### config.mk
export PLATFORM = sky130hd
export DESIGN_NAME = time_string_to_milliseconds
export DESIGN_NICKNAME = d
export VERILOG_FILES = /design/src/tstm_pkg.sv /design/src/tstm_parser.sv /design/src/time_string_to_milliseconds.sv
export SDC_FILE = /design/constraint.sdc
export NUM_CORES = 1
export LEC_CHECK = 0
export BUFFER_PORTS_ARGS = -buffer_cell sky130_fd_sc_hd__buf_2
export CORE_AREA = 5 5 193 334
export DETAILED_ROUTE_END_ITERATION = 10
export DIE_AREA = 0 0 198 339
export PLACE_DENSITY = 0.71
export SKIP_CTS_REPAIR_TIMING = 1
export SYNTH_ARGS = -nofsm -noshare
export SYNTH_HDL_FRONTEND = slang
export SYNTH_HIERARCHICAL = 1
export SYNTH_SLANG_ARGS = --single-unit
### constraint.sdc
create_clock -name clk -period 7.7 [get_ports clk]
set_input_delay 0.77 -clock clk [delete_from_list [all_inputs] [get_ports clk]]
set_output_delay 0.77 -clock clk [all_outputs]
set_load 0.005 [all_outputs]
### src/tstm_pkg.sv
package tstm_pkg;

    // Characters that the parser recognizes.
    localparam logic [7:0] CHAR_ZERO  = 8'h30;
    localparam logic [7:0] CHAR_NINE  = 8'h39;
    localparam logic [7:0] CHAR_COLON = 8'h3A;
    localparam logic [7:0] CHAR_DOT   = 8'h2E;
    localparam logic [7:0] CHAR_COMMA = 8'h2C;

    localparam int unsigned MAX_COLONS      = 2;
    localparam int unsigned FRACTION_DIGITS = 3;

    // Scale factors from each field to milliseconds.
    localparam logic [31:0] MS_PER_SECOND = 32'd1000;
    localparam logic [31:0] MS_PER_MINUTE = 32'd60000;
    localparam logic [31:0] MS_PER_HOUR   = 32'd3600000;
    localparam logic [31:0] FIELD_LIMIT   = 32'd60;

    // Parser state as it stands when the terminator arrives.
    typedef struct packed {
        logic [31:0] seconds_acc;
        logic [31:0] minutes_acc;
        logic [31:0] hours_acc;
        logic [9:0]  fraction_ms;
        logic [1:0]  colons_seen;
        logic        error_seen;
    } time_fields_t;

endpackage

### src/tstm_parser.sv
module tstm_parser
    import tstm_pkg::*;
(
    input  logic         clk,
    input  logic         rst_n,
    input  logic         accept,
    input  logic [7:0]   ch,
    input  logic         last,
    output time_fields_t fields
);

    logic [31:0] seconds_acc_reg, seconds_acc_next;
    logic [31:0] minutes_acc_reg, minutes_acc_next;
    logic [31:0] hours_acc_reg, hours_acc_next;
    logic [9:0]  fraction_ms_reg, fraction_ms_next;
    logic [1:0]  fraction_digits_reg, fraction_digits_next;
    logic [1:0]  colons_seen_reg, colons_seen_next;
    logic        in_fraction_reg, in_fraction_next;
    logic        error_seen_reg, error_seen_next;

    logic [3:0]  digit;
    logic [35:0] acc_wide;
    logic [31:0] acc_sat;
    logic [9:0]  frac_add;

    assign digit    = 4'(ch - CHAR_ZERO);
    // acc * 10 + digit, formed as two shifts and two adds.
    assign acc_wide = ({4'b0, seconds_acc_reg} << 3) + ({4'b0, seconds_acc_reg} << 1)
                    + {32'b0, digit};
    assign acc_sat  = (acc_wide[35:32] != 4'b0) ? 32'hFFFF_FFFF : acc_wide[31:0];

    always_comb
    begin
        case (fraction_digits_reg)
            2'd0:    frac_add = 10'(digit) * 10'd100;
            2'd1:    frac_add = 10'(digit) * 10'd10;
            2'd2:    frac_add = 10'(digit);
            default: frac_add = 10'd0;
        endcase
    end

    always_comb
    begin
        seconds_acc_next     = seconds_acc_reg;
        minutes_acc_next     = minutes_acc_reg;
        hours_acc_next       = hours_acc_reg;
        fraction_ms_next     = fraction_ms_reg;
        fraction_digits_next = fraction_digits_reg;
        colons_seen_next     = colons_seen_reg;
        in_fraction_next     = in_fraction_reg;
        error_seen_next      = error_seen_reg;

        if (accept)
        begin
            if (last)
            begin
                // The terminator ends the string; start fresh for the next one.
                seconds_acc_next     = '0;
                minutes_acc_next     = '0;
                hours_acc_next       = '0;
                fraction_ms_next     = '0;
                fraction_digits_next = '0;
                colons_seen_next     = '0;
                in_fraction_next     = 1'b0;
                error_seen_next      = 1'b0;
            end
            else if (!error_seen_reg)
            begin
                if (ch inside {[CHAR_ZERO:CHAR_NINE]})
                begin
                    if (in_fraction_reg)
                    begin
                        fraction_ms_next = fraction_ms_reg + frac_add;
                        if (fraction_digits_reg < 2'(FRACTION_DIGITS))
                        begin
                            fraction_digits_next = fraction_digits_reg + 2'd1;
                        end
                    end
                    else
                    begin
                        seconds_acc_next = acc_sat;
                    end
                end
                else if (ch == CHAR_COLON)
                begin
                    if (in_fraction_reg || (colons_seen_reg >= 2'(MAX_COLONS)))
                    begin
                        error_seen_next = 1'b1;
                    end
                    else
                    begin
                        hours_acc_next   = minutes_acc_reg;
                        minutes_acc_next = seconds_acc_reg;
                        seconds_acc_next = '0;
                        colons_seen_next = colons_seen_reg + 2'd1;
                    end
                end
                else if (ch inside {CHAR_DOT, CHAR_COMMA})
                begin
                    if (in_fraction_reg)
                    begin
                        error_seen_next = 1'b1;
                    end
                    else
                    begin
                        in_fraction_next = 1'b1;
                    end
                end
                else
                begin
                    error_seen_next = 1'b1;
                end
            end
        end
    end

    always_ff @(posedge clk or negedge rst_n)
    begin
        if (!rst_n)
        begin
            seconds_acc_reg     <= '0;
            minutes_acc_reg     <= '0;
            hours_acc_reg       <= '0;
            fraction_ms_reg     <= '0;
            fraction_digits_reg <= '0;
            colons_seen_reg     <= '0;
            in_fraction_reg     <= 1'b0;
            error_seen_reg      <= 1'b0;
        end
        else
        begin
            seconds_acc_reg     <= seconds_acc_next;
            minutes_acc_reg     <= minutes_acc_next;
            hours_acc_reg       <= hours_acc_next;
            fraction_ms_reg     <= fraction_ms_next;
            fraction_digits_reg <= fraction_digits_next;
            colons_seen_reg     <= colons_seen_next;
            in_fraction_reg     <= in_fraction_next;
            error_seen_reg      <= error_seen_next;
        end
    end

    assign fields.seconds_acc = seconds_acc_reg;
    assign fields.minutes_acc = minutes_acc_reg;
    assign fields.hours_acc   = hours_acc_reg;
    assign fields.fraction_ms = fraction_ms_reg;
    assign fields.colons_seen = colons_seen_reg;
    assign fields.error_seen  = error_seen_reg;

endmodule

### src/time_string_to_milliseconds.sv
// Channel  | Direction | Payload
// ---------+-----------+--------------------------------------------------
// s_axis   | in        | tdata[7:0] = ch, tlast = terminator
// m_axis   | out       | tdata[31:0] = time_ms, tuser[0] = bad_format
//
// One character transaction is taken every cycle unless the input stalls;
// the parser state register updates in the accepting cycle. A terminator's
// result passes through a product stage and then the output register.
// Reset clears the parser state and both valid flags.
// The input stalls only when the product stage holds a terminator that the
// output register cannot yet take.
module time_string_to_milliseconds
    import tstm_pkg::*;
(
    input  logic        clk,
    input  logic        rst_n,

    input  logic        s_tvalid,
    output logic        s_tready,
    input  logic [7:0]  s_tdata,   // [7:0] ch
    input  logic        s_tlast,   // terminator item

    output logic        m_tvalid,
    input  logic        m_tready,
    output logic [31:0] m_tdata,   // [31:0] time_ms
    output logic        m_tuser    // [0] bad_format
);

    time_fields_t fields;
    logic         in_accept;
    logic         out_free;

    // Product stage: each field scaled to milliseconds, modulo 2^32.
    logic        prod_valid_reg, prod_valid_next;
    logic [31:0] sec_ms_reg, sec_ms_next;
    logic [31:0] min_ms_reg, min_ms_next;
    logic [31:0] hrs_ms_reg, hrs_ms_next;
    logic        prod_bad_reg, prod_bad_next;

    // Output register.
    logic        out_valid_reg, out_valid_next;
    logic [31:0] out_ms_reg, out_ms_next;
    logic        out_bad_reg, out_bad_next;

    assign out_free  = !out_valid_reg || m_tready;
    assign s_tready  = !prod_valid_reg || out_free;
    assign in_accept = s_tvalid && s_tready;

    tstm_parser u_parser
    (
        .clk    (clk),
        .rst_n  (rst_n),
        .accept (in_accept),
        .ch     (s_tdata),
        .last   (s_tlast),
        .fields (fields)
    );

    always_comb
    begin
        // The terminator captures the fields as they stand before it.
        sec_ms_next = fields.seconds_acc * MS_PER_SECOND + 32'(fields.fraction_ms);
        min_ms_next = fields.minutes_acc * MS_PER_MINUTE;
        hrs_ms_next = fields.hours_acc * MS_PER_HOUR;
        // Minutes are only range checked once a colon has made them a field.
        prod_bad_next = fields.error_seen
                     || (fields.seconds_acc >= FIELD_LIMIT)
                     || ((fields.colons_seen != 2'd0) && (fields.minutes_acc >= FIELD_LIMIT));

        prod_valid_next = prod_valid_reg;
        if (in_accept && s_tlast)
        begin
            prod_valid_next = 1'b1;
        end
        else if (out_free)
        begin
            prod_valid_next = 1'b0;
        end

        out_valid_next = out_valid_reg;
        out_ms_next    = out_ms_reg;
        out_bad_next   = out_bad_reg;
        if (out_free)
        begin
            out_valid_next = prod_valid_reg;
            out_ms_next    = prod_bad_reg ? 32'd0 : (sec_ms_reg + min_ms_reg + hrs_ms_reg);
            out_bad_next   = prod_bad_reg;
        end
    end

    always_ff @(posedge clk or negedge rst_n)
    begin
        if (!rst_n)
        begin
            prod_valid_reg <= 1'b0;
            out_valid_reg  <= 1'b0;
        end
        else
        begin
            prod_valid_reg <= prod_valid_next;
            out_valid_reg  <= out_valid_next;
        end
    end

    always_ff @(posedge clk)
    begin
        if (in_accept && s_tlast)
        begin
            sec_ms_reg   <= sec_ms_next;
            min_ms_reg   <= min_ms_next;
            hrs_ms_reg   <= hrs_ms_next;
            prod_bad_reg <= prod_bad_next;
        end
        out_ms_reg  <= out_ms_next;
        out_bad_reg <= out_bad_next;
    end

    assign m_tvalid = out_valid_reg;
    assign m_tdata  = out_ms_reg;
    assign m_tuser  = out_bad_reg;

endmodule

# ---- After elaboration in Yosys (flattened, before gate mapping)
# Cells that the tools add are included.
dict set report word_totals {
  reg_bits 232
}
dict set report classes {
  muxes 46
  eq_ne 11
  multipliers 5
  add_sub_neg 9
  n_lt_le_gt_ge 6
  reduce_logical 27
}
# operator n
set ops {}
lappend ops {{32-bit 2-to-1 mux} 17}
lappend ops {{32-bit adder} 2}
lappend ops {{32-bit by 6-bit >= comparator with 1-bit output (second input constant)} 2}
lappend ops {{10-bit 2-to-1 mux} 4}
lappend ops {{35-bit by 33-bit adder with 36-bit output} 1}
lappend ops {{36-bit by 4-bit adder with 36-bit output} 1}
lappend ops {{32-bit by 10-bit adder with 32-bit output} 1}
lappend ops {{32-bit by 11-bit multiplier with 27-bit output (second input constant)} 1}
lappend ops {{32-bit by 15-bit multiplier with 25-bit output (second input constant)} 1}
lappend ops {{32-bit by 7-bit multiplier with 29-bit output (second input constant)} 1}
lappend ops {{10-bit one-hot mux with 3 select lines} 1}
lappend ops {{8-bit by 6-bit equality test with 1-bit output (second input constant)} 3}
lappend ops {{2-bit 2-to-1 mux} 10}
lappend ops {{5-bit AND reduction} 4}
lappend ops {{2-bit nonzero test} 8}
lappend ops {{1-bit 2-to-1 mux} 14}
lappend ops {{10-bit adder} 1}
lappend ops {{8-bit by 6-bit >= comparator with 1-bit output (second input constant)} 1}
lappend ops {{8-bit by 6-bit less-or-equal comparator with 1-bit output (second input constant)} 1}
lappend ops {{4-bit by 5-bit multiplier with 8-bit output (second input constant)} 1}
lappend ops {{2-bit != test (second input constant)} 4}
lappend ops {{4-bit by 3-bit multiplier with 7-bit output (second input constant)} 1}
lappend ops {{1-bit logical OR} 5}
lappend ops {{2-bit by 1-bit adder with 2-bit output (second input constant)} 2}
lappend ops {{other kinds (13)} 17}

# ---- Depth between registers and ports, before layout
# Gate-level depths: netlist of run 1.
dict set report depth {
  word_depth 8
  mapped_depth 21
  depth_no_buf 21
}

# ---- Cells and area by module
# Netlist of run 1, hierarchy kept.
# mod cells_each seq_area_each_um2 n_inst area_each_um2
set by_module_without_submodules {}
lappend by_module_without_submodules {time_string_to_milliseconds 1777 3593.4 1 19572.5}
lappend by_module_without_submodules {tstm_parser 769 2802.7 1 7727.4}

# ---- Least setup slack after synthesis of run 1
# Ideal clock, no wire load.
dict set report synth_timing {
  path_type {register -> register}
  startpoint {register u_parser.hours_acc_reg[3]}
  endpoint {register hrs_ms_reg[31], data pin}
  stages_incl_launch_ff 21
  n_path_buf 0
  synth_period_minus_slack_ns 5.561
  setup_slack_ns 2.139
  arrival_time_ns 5.301
  t_required_ns 7.440
  path_cell_list {dfrtp_1 > ha_1 > inv_1 > fa_1 > inv_1 > fa_1 > inv_1 > fa_1 > inv_1 > fa_1 > fa_1 > ha_1 > a21o_1 > a21o_1 > a21oi_1 > nor2b_1 > a31oi_1 > o211ai_1 > a31o_2 > a21oi_1 > xnor2_1}
}
dict set report synth_between {
  elab_chain_len 1
}
# element line_no
set synth_lines {}
lappend synth_lines {{from (decl)} tstm_parser.sv:14} ;# logic [31:0] hours_acc_reg, hours_acc_next;
lappend synth_lines {{from (signal assigned)} tstm_parser.sv:134} ;# hours_acc_reg <= hours_acc_next;
lappend synth_lines {{32-bit by 15-bit multiplier with 25-bit output} time_string_to_milliseconds.sv:64} ;# hrs_ms_next = fields.hours_acc * MS_PER_HOUR;
lappend synth_lines {{net hrs_ms_next[31]} time_string_to_milliseconds.sv:37} ;# logic [31:0] hrs_ms_reg, hrs_ms_next;
lappend synth_lines {{to (signal assigned)} time_string_to_milliseconds.sv:111} ;# hrs_ms_reg <= hrs_ms_next;
lappend synth_lines {{to (decl)} time_string_to_milliseconds.sv:37}
# The timed path passes the listed nets, and every way through them passes these cells.
# A chain may end at the register's enable or synchronous reset.

# ---- Worst setup path in the final report of run 1
dict set report layout_timing {
  startpoint {register u_parser.seconds_acc_reg[6]}
  endpoint {register sec_ms_reg[31], data pin}
}
dict set report layout_between {
  elab_chain_len 2
}
# element line_no
set layout_lines {}
lappend layout_lines {{from (decl)} tstm_parser.sv:12} ;# logic [31:0] seconds_acc_reg, seconds_acc_next;
lappend layout_lines {{from (signal assigned)} tstm_parser.sv:132} ;# seconds_acc_reg <= seconds_acc_next;
lappend layout_lines {{32-bit by 7-bit multiplier with 29-bit output} time_string_to_milliseconds.sv:62} ;# sec_ms_next = fields.seconds_acc * MS_PER_SECOND + 32'(fields.fraction_ms);
lappend layout_lines {{32-bit by 10-bit adder with 32-bit output} time_string_to_milliseconds.sv:62}
lappend layout_lines {{net sec_ms_next[31]} time_string_to_milliseconds.sv:35} ;# logic [31:0] sec_ms_reg, sec_ms_next;
lappend layout_lines {{to (signal assigned)} time_string_to_milliseconds.sv:109} ;# sec_ms_reg <= sec_ms_next;
lappend layout_lines {{to (decl)} time_string_to_milliseconds.sv:35}
# The timed path passes the listed nets, and every way through them passes these cells.

==> results.md, run 1 <==
- Status: finished clean
- Period minus WS final: 6185 ps
- I/O pin count: 48
- CTS clk-pin slew, worst paths: 60 ps
- Via count: 18453
- Worst-margin pin slew: 1338 ps
- Initial DRT Pass Iterations: 5
- Antenna viol nets, final: 0
- Fraction of layout cells with a size suffix above 1: 7.129%
- Crit-path cells: inv_1, fa_1, fa_1, fa_1, fa_1, inv_1, ha_1, and3_1, nand3_1, a211oi_2, o32ai_2, xnor2_1, a32oi_1, a2bb2oi_2, nor4_4, nand4_1, xnor2_1
- Clk buf depth: 3
- Antenna violations before repair: 0
- Final Hold Fails: 0
- Fin nets: 3276
- CTS tree: done
- Fin crit share: 80.32%
- Maximum Capacitance Violations: 0
- Number of global-route vias before repair: 20687
- Rows: 120
- Fmax: 161.7 MHz
- Die footprint: 67120 um^2
- Port Buffers: 47
- Wire per inst: 19.01 um
- Number of buffers and inverters on the critical path: 2
- Worst Path Class, Setup: flop to flop
- Filler cell count: 5604
- RSZ-0062 raised after global routing: false
- Crit-path leading delay family: adder cells
- Post-Synthesis Cells: 2532
- Critical Path Start Type: flop
- Worst endpoint data arrival time: 6460 ps
- Cell area after layout: 28880 um^2
- Setup Skew: 41.36 ps
- Area Overhead vs Synth: 6.713%
- Crit-path max cell delay: 620 ps
- Placed cell area: 28060 um^2
- Setup TNS: 0 ps
- Total gr overflow: 0
- Clk Latency, worst-skew pair: 570 ps
- Antenna cell count: 0
- Die Ht: 339 um
- H-tree Lvls: 1
- CP Max Fanout: 9
- Yosys warnings: 6
- Power per cell area: 294.4 nW/um^2
- Starting Density: 44.18%
- Worst ir drop on vdd: 0.4218 mV
- Post-Syn Area: 27060 um^2
- Post-route DRC: 0
- Gr usage total: 19.74%
- Sink Count: 225
- CORE AREA: 61260 um^2
- Final Power: 8.503 mW
- Leakage: 14.21 nW
- DR iter-0 viols: 777
- Drt via density: 5.469
- Die Wd: 198 um
- Final setup viols: 0
- Drt total wl: 64.12 mm
- Clk root buf: clkbuf_16
- Syn Nets: 3246
- CTS buffer count: 25
- Mapped Avg Cell Area: 10.69 um^2
- First-pass GRT wire length: 107.3 mm
- GPL Wtd Cong: 0.8808
- Largest net degree at the start of global routing: 78
- Worst min path class: input port to async pin
- Final HPWL DP: 53.09 mm
- Critical-path top delay cell: fa_1
- Max Slew Vio Count: 0
- CP most frequent cell: fa_1
- Max_slew headroom: 10.22%
- Required time of the critical path: 7970 ps
- Critical Path End Type: flop
## through the flow
stage                     setup WS [ps]  utilization [%]  hold slack (ps)  instances
after floorplan                    2139                -            435.1       2532
after global placement             1669            45.80            440.9       3328
after detailed placement           1575            45.80            482.6       3328
after CTS                          1527            47.14            209.1       3374
after global routing               1182            47.14            275.3       3374
final                              1515            47.14            201.8       3374
## layout by cell type (no fill, tap or decap), drive strengths merged, types with 10 or more instances in the layout
cell    instances
xnor2         135
nor3           48
edfxtp        118
a21oi         148
a22oi          20
and3           14
a31oi          10
xor2           44
a211oi         20
o21ai          81
ha            359
nand4          21
nor2           99
clkbuf         29
inv           426
dfrtp         107
nand2         103
o31ai          10
fa            342
nand2b         15
buf            58
and2           18
a22o           62
nor2b          19
a21o           59
nand3          26
o211ai         17
o21bai         21
o21a           11
## metal layers
| metal | GRT usage [%] | part of all wire, % | vias to the layer above |
|---|---|---|---|
| met4 | 8.742 | 5.2 | 0 |
| met1 | 21.36 | 35 | 9257 |
| met3 | 1.263 | 2.3 | 157 |
| li1 | - | - | 8682 |
| met5 | 0 | 0 | - |
| met2 | 38.56 | 57 | 357 |
## worst paths after layout
| check | start | end | slack, ps | cells past startpoint |
|---|---|---|---|---|
| max in group asynchronous | rst_n | u_parser/hours_acc_reg[12] | 6120 | 2 |
| min | rst_n | u_parser/fraction_digits_reg[1] | 200 | 1 |
| min in group clk | prod_valid_reg | m_tvalid | 480 | 1 |
| max | u_parser/seconds_acc_reg[6] | sec_ms_reg[31] | 1520 | 17 |
| max reg2reg | u_parser/seconds_acc_reg[6] | sec_ms_reg[31] | 1520 | 17 |
| min reg2reg | prod_valid_reg | m_tvalid | 480 | 1 |
## layout make-up
class                      instances  area, um^2  share of cell area, %
multi-input combinational       1830       18940                  65.58
sequential                       225        6221                  21.54
inverter                         422        1585                  5.489
tap                              793       992.2                  3.436
clock buffer                      29       654.4                  2.266
timing repair buffer              58       320.3                  1.109
clock inverter                    17       168.9                 0.5849
## power by group
| part | switching (mW) | internal (mW) |
|---|---|---|
| Clock | 0.545 | 0.687 |
| Combinational | 3.20 | 2.36 |
| Sequential | 0.135 | 1.57 |
(Power assumes the default switching activity.)
==> run 2, diff against run 1 <==
--- a/config.mk
+++ b/config.mk
@@ -5,10 +5,11 @@
 export SDC_FILE = /design/constraint.sdc
 export NUM_CORES = 1
 export LEC_CHECK = 0
+export ABC_AREA = 1
 export BUFFER_PORTS_ARGS = -buffer_cell sky130_fd_sc_hd__buf_2
-export CORE_AREA = 5 5 193 334
+export CORE_AREA = 5 5 198 343
 export DETAILED_ROUTE_END_ITERATION = 10
-export DIE_AREA = 0 0 198 339
+export DIE_AREA = 0 0 203 348
 export PLACE_DENSITY = 0.71
 export SKIP_CTS_REPAIR_TIMING = 1
 export SYNTH_ARGS = -nofsm -noshare
==> constraint.sdc (replaced) <==
create_clock -name clk -period 5.7 [get_ports clk]
set_input_delay 0.57 -clock clk [delete_from_list [all_inputs] [get_ports clk]]
set_output_delay 0.57 -clock clk [all_outputs]
set_load 0.005 [all_outputs]
==> run 2 against run 1 <==
Effect of this change: largest cell class unchanged; hold slack got worse by 160 ps; critical path type unchanged; fmax up 15%; flip-flop and latch count unchanged; sequential power is 51% higher.
==> results.md, run 2 <==
- Max Slew Vio Count: 0 (unchanged)
- H-tree Lvls: 1 (unchanged)
- Die footprint: 70640 um^2 (+5.2%)
- CORE AREA: 65010 um^2 (+6.1%)
- CP Max Fanout: 8 (-1)
- GPL Wtd Cong: 0.9903 (+12%)
- Drt total wl: 73.94 mm (+15%)
- Max_slew headroom: 29.23% (+19 points)
- Via count: 21819 (+18%)
- Area Overhead vs Synth: 7.396%
- Most common cell after layout, fill and taps aside: nand2_1
- Worst R2R Path Depth: 18 (+1)
- Clk buf depth: 3 (unchanged)
- DR iter-0 viols: 915 (+18%)
- Total gr overflow: 0 (unchanged)
- Syn Nets: 4065 (+25%)
- Gr usage total: 21.43% (+1.7 points)
- Crit-path max cell delay: 580 ps (-40 ps)
- Final Hold Fails: 0 (unchanged)
- Met1 Track Usage GR: 21.20% (-0.15 points)
- Final setup viols: 0 (unchanged)
- DP Cell Count: 4212 (+27%)
- Die Ht: 348 um (+2.7%)
- Post-Synthesis Cells: 3351 (+32%)
- Clk Latency, worst-skew pair: 580 ps (about the same)
- Number of global-route vias before repair: 23133 (+12%)
- Antenna violations before repair: 0 (unchanged)
- Die Wd: 203 um (+2.5%)
- GR Util met2: 40.25% (+1.7 points)
- Worst endpoint data arrival time: 5670 ps (-790 ps)
- Clk root buf: clkbuf_16
- GRT Max-Usage Layer: met2
- RSZ-0062 raised after global routing: false
- Required time of the critical path: 6000 ps (-1970 ps)
- CTS tree: done
- Setup TNS: 0 ps (unchanged)
- R2R Setup Slk: 330 ps (-1190 ps)
- Crit-path cells: fa_1, fa_1, fa_1, inv_1, fa_1, inv_1, fa_1, fa_1, ha_1, a21oi_1, o21ai_0, a21o_1, a21oi_2, inv_1, nand2_1, nand2_1, a21oi_1, xnor2_1
- Global-route met3 utilization: 1.970% (+0.71 points)
- Maximum Capacitance Violations: 0 (unchanged)
- Fmax: 186.1 MHz (+15%)
- CP most frequent cell: fa_1
- Period minus WS final: 5372 ps (-812.4 ps)
- Drt via density: 5.127 (-6.3%)
- Worst min path class: input port to async pin
- Power per cell area: 418.6 nW/um^2 (+42%)
- Final Power: 12.85 mW (+51%)
- Antenna viol nets, final: 0 (unchanged)
- Final HPWL DP: 63.80 mm (+20%)
- Initial DRT Pass Iterations: 6 (+1)
- Placed cell area: 29900 um^2 (+6.6%)
- Worst-margin pin slew: 1062 ps (-276.1 ps)
- I/O pin count: 48 (unchanged)
- Worst Path Class, Setup: flop to flop
- Beginning of the worst register-to-register path: u_parser/hours_acc_reg[8]
- Setup Skew: 28.44 ps (-12.92 ps)
- Mapped Avg Cell Area: 8.532 um^2 (-20%)
- Status: finished clean
- Leakage: 16.35 nW (+15%)
- Critical-path top delay cell: dfrtp_1
- Sink Count: 225 (unchanged)
- Largest net degree at the start of global routing: 60 (-23%)
- CTS clk-pin slew, worst paths: 60 ps (about the same)
- Port Buffers: 47 (unchanged)
- Post-route DRC: 0 (unchanged)
- Post-route insts no fill: 4256 (+26%)
- Fin crit share: 94.25% (+14 points)
- Rows: 124 (+3.3%)
- First-pass GRT wire length: 119.8 mm (+12%)
- Number of buffers and inverters on the critical path: 3 (+1)
- Most frequent cells in the layout: nand2_1 (732), inv_1 (713), ha_1 (359)
- Post-Syn Area: 28590 um^2 (+5.6%)
- Yosys warnings: 6 (unchanged)
- Worst ir drop on vdd: 0.6840 mV (+62%)
- Critical Path End Type: flop
- Crit-path leading delay family: adder cells
- Wire per inst: 17.37 um (-8.6%)
- Fraction of layout cells with a size suffix above 1: 5.470% (-1.7 points)
- CTS buffer count: 24 (-4.0%)
- Critical Path Start Type: flop
- Fin nets: 4133 (+26%)
- Critical R2R Capture: hrs_ms_reg[29]
- Starting Density: 43.98% (-0.20 points)
- Antenna cell count: 0 (unchanged)
- Cell area after layout: 30700 um^2 (+6.3%)
## run 2: cell types whose count changed in the layout (fill, tap and decap cells not counted), moves of 31 or more
cell | previous run | this run
nand2_1 | 103 | 732
o21ai_0 | 68 | 110
nor3_1 | 48 | 17
nand3_1 | 26 | 154
xnor2_1 | 134 | 60
a22o_1 | 62 | 1
a21o_1 | 54 | 8
inv_1 | 421 | 713
nor2_1 | 97 | 168
## run 2: where the power goes
part / switching, mW / internal [mW] / total (mW) / leakage [nW]
sequential: 0.212 / 2.35 / 2.56 / 2.64
combinational: 5.23 / 3.44 / 8.66 / 13.3
clock: 0.748 / 0.881 / 1.63 / 0.378
## run 2: how the worst max path moves through the flow
stage,cells past startpoint,start,end,slack [ps]
2_1_floorplan,6,m_tready,hrs_ms_reg[10],1
3_3_place_gp,18,u_parser/hours_acc_reg[8],hrs_ms_reg[29],250
3_5_place_dp,20,u_parser/hours_acc_reg[9],hrs_ms_reg[29],210
4_1_cts,20,u_parser/hours_acc_reg[9],hrs_ms_reg[29],200
5_1_grt,20,u_parser/hours_acc_reg[9],hrs_ms_reg[29],60
6_report,18,u_parser/hours_acc_reg[8],hrs_ms_reg[29],330
## run 2: cell type report
class | instances | area (um^2)
Multi-Input combinational cell | 2370 | 19490
Clock buffer | 25 | 604.3
Sequential cell | 225 | 6221
Tap cell | 819 | 1025
Inverter | 723 | 2714
Clock inverter | 19 | 191.4
Timing Repair Buffer | 75 | 460.4
Fill cell | 6159 | 34300
## run 2: worst register-to-register path, cell delays in order, from the launching register on
cell,delay (ps)
dfrtp_1,580
fa_1,510
fa_1,480
fa_1,510
inv_1,60
fa_1,520
inv_1,50
fa_1,500
fa_1,490
ha_1,380
a21oi_1,160
o21ai_0,90
a21o_1,170
a21oi_2,180
inv_1,80
nand2_1,60
nand2_1,80
a21oi_1,160
xnor2_1,90
## run 2: metrics by stage
step	util [%]	hold slack [ps]	worst slack, ps
2_1_floorplan	-	274.4	1.422
3_5_place_dp	46.00	463.2	213.7
4_1_cts	47.22	44.08	203.4
3_3_place_gp	46.00	428.4	249.8
5_1_grt	47.23	103.8	57.78
6_report	47.23	45.98	327.5
## run 2: metal layers
layer  share of wire (%)  routed length [um]
met5                   0                   0
met4                  10                7555
met3                 2.6                1957
met2                  53               39040
met1                  34               25390
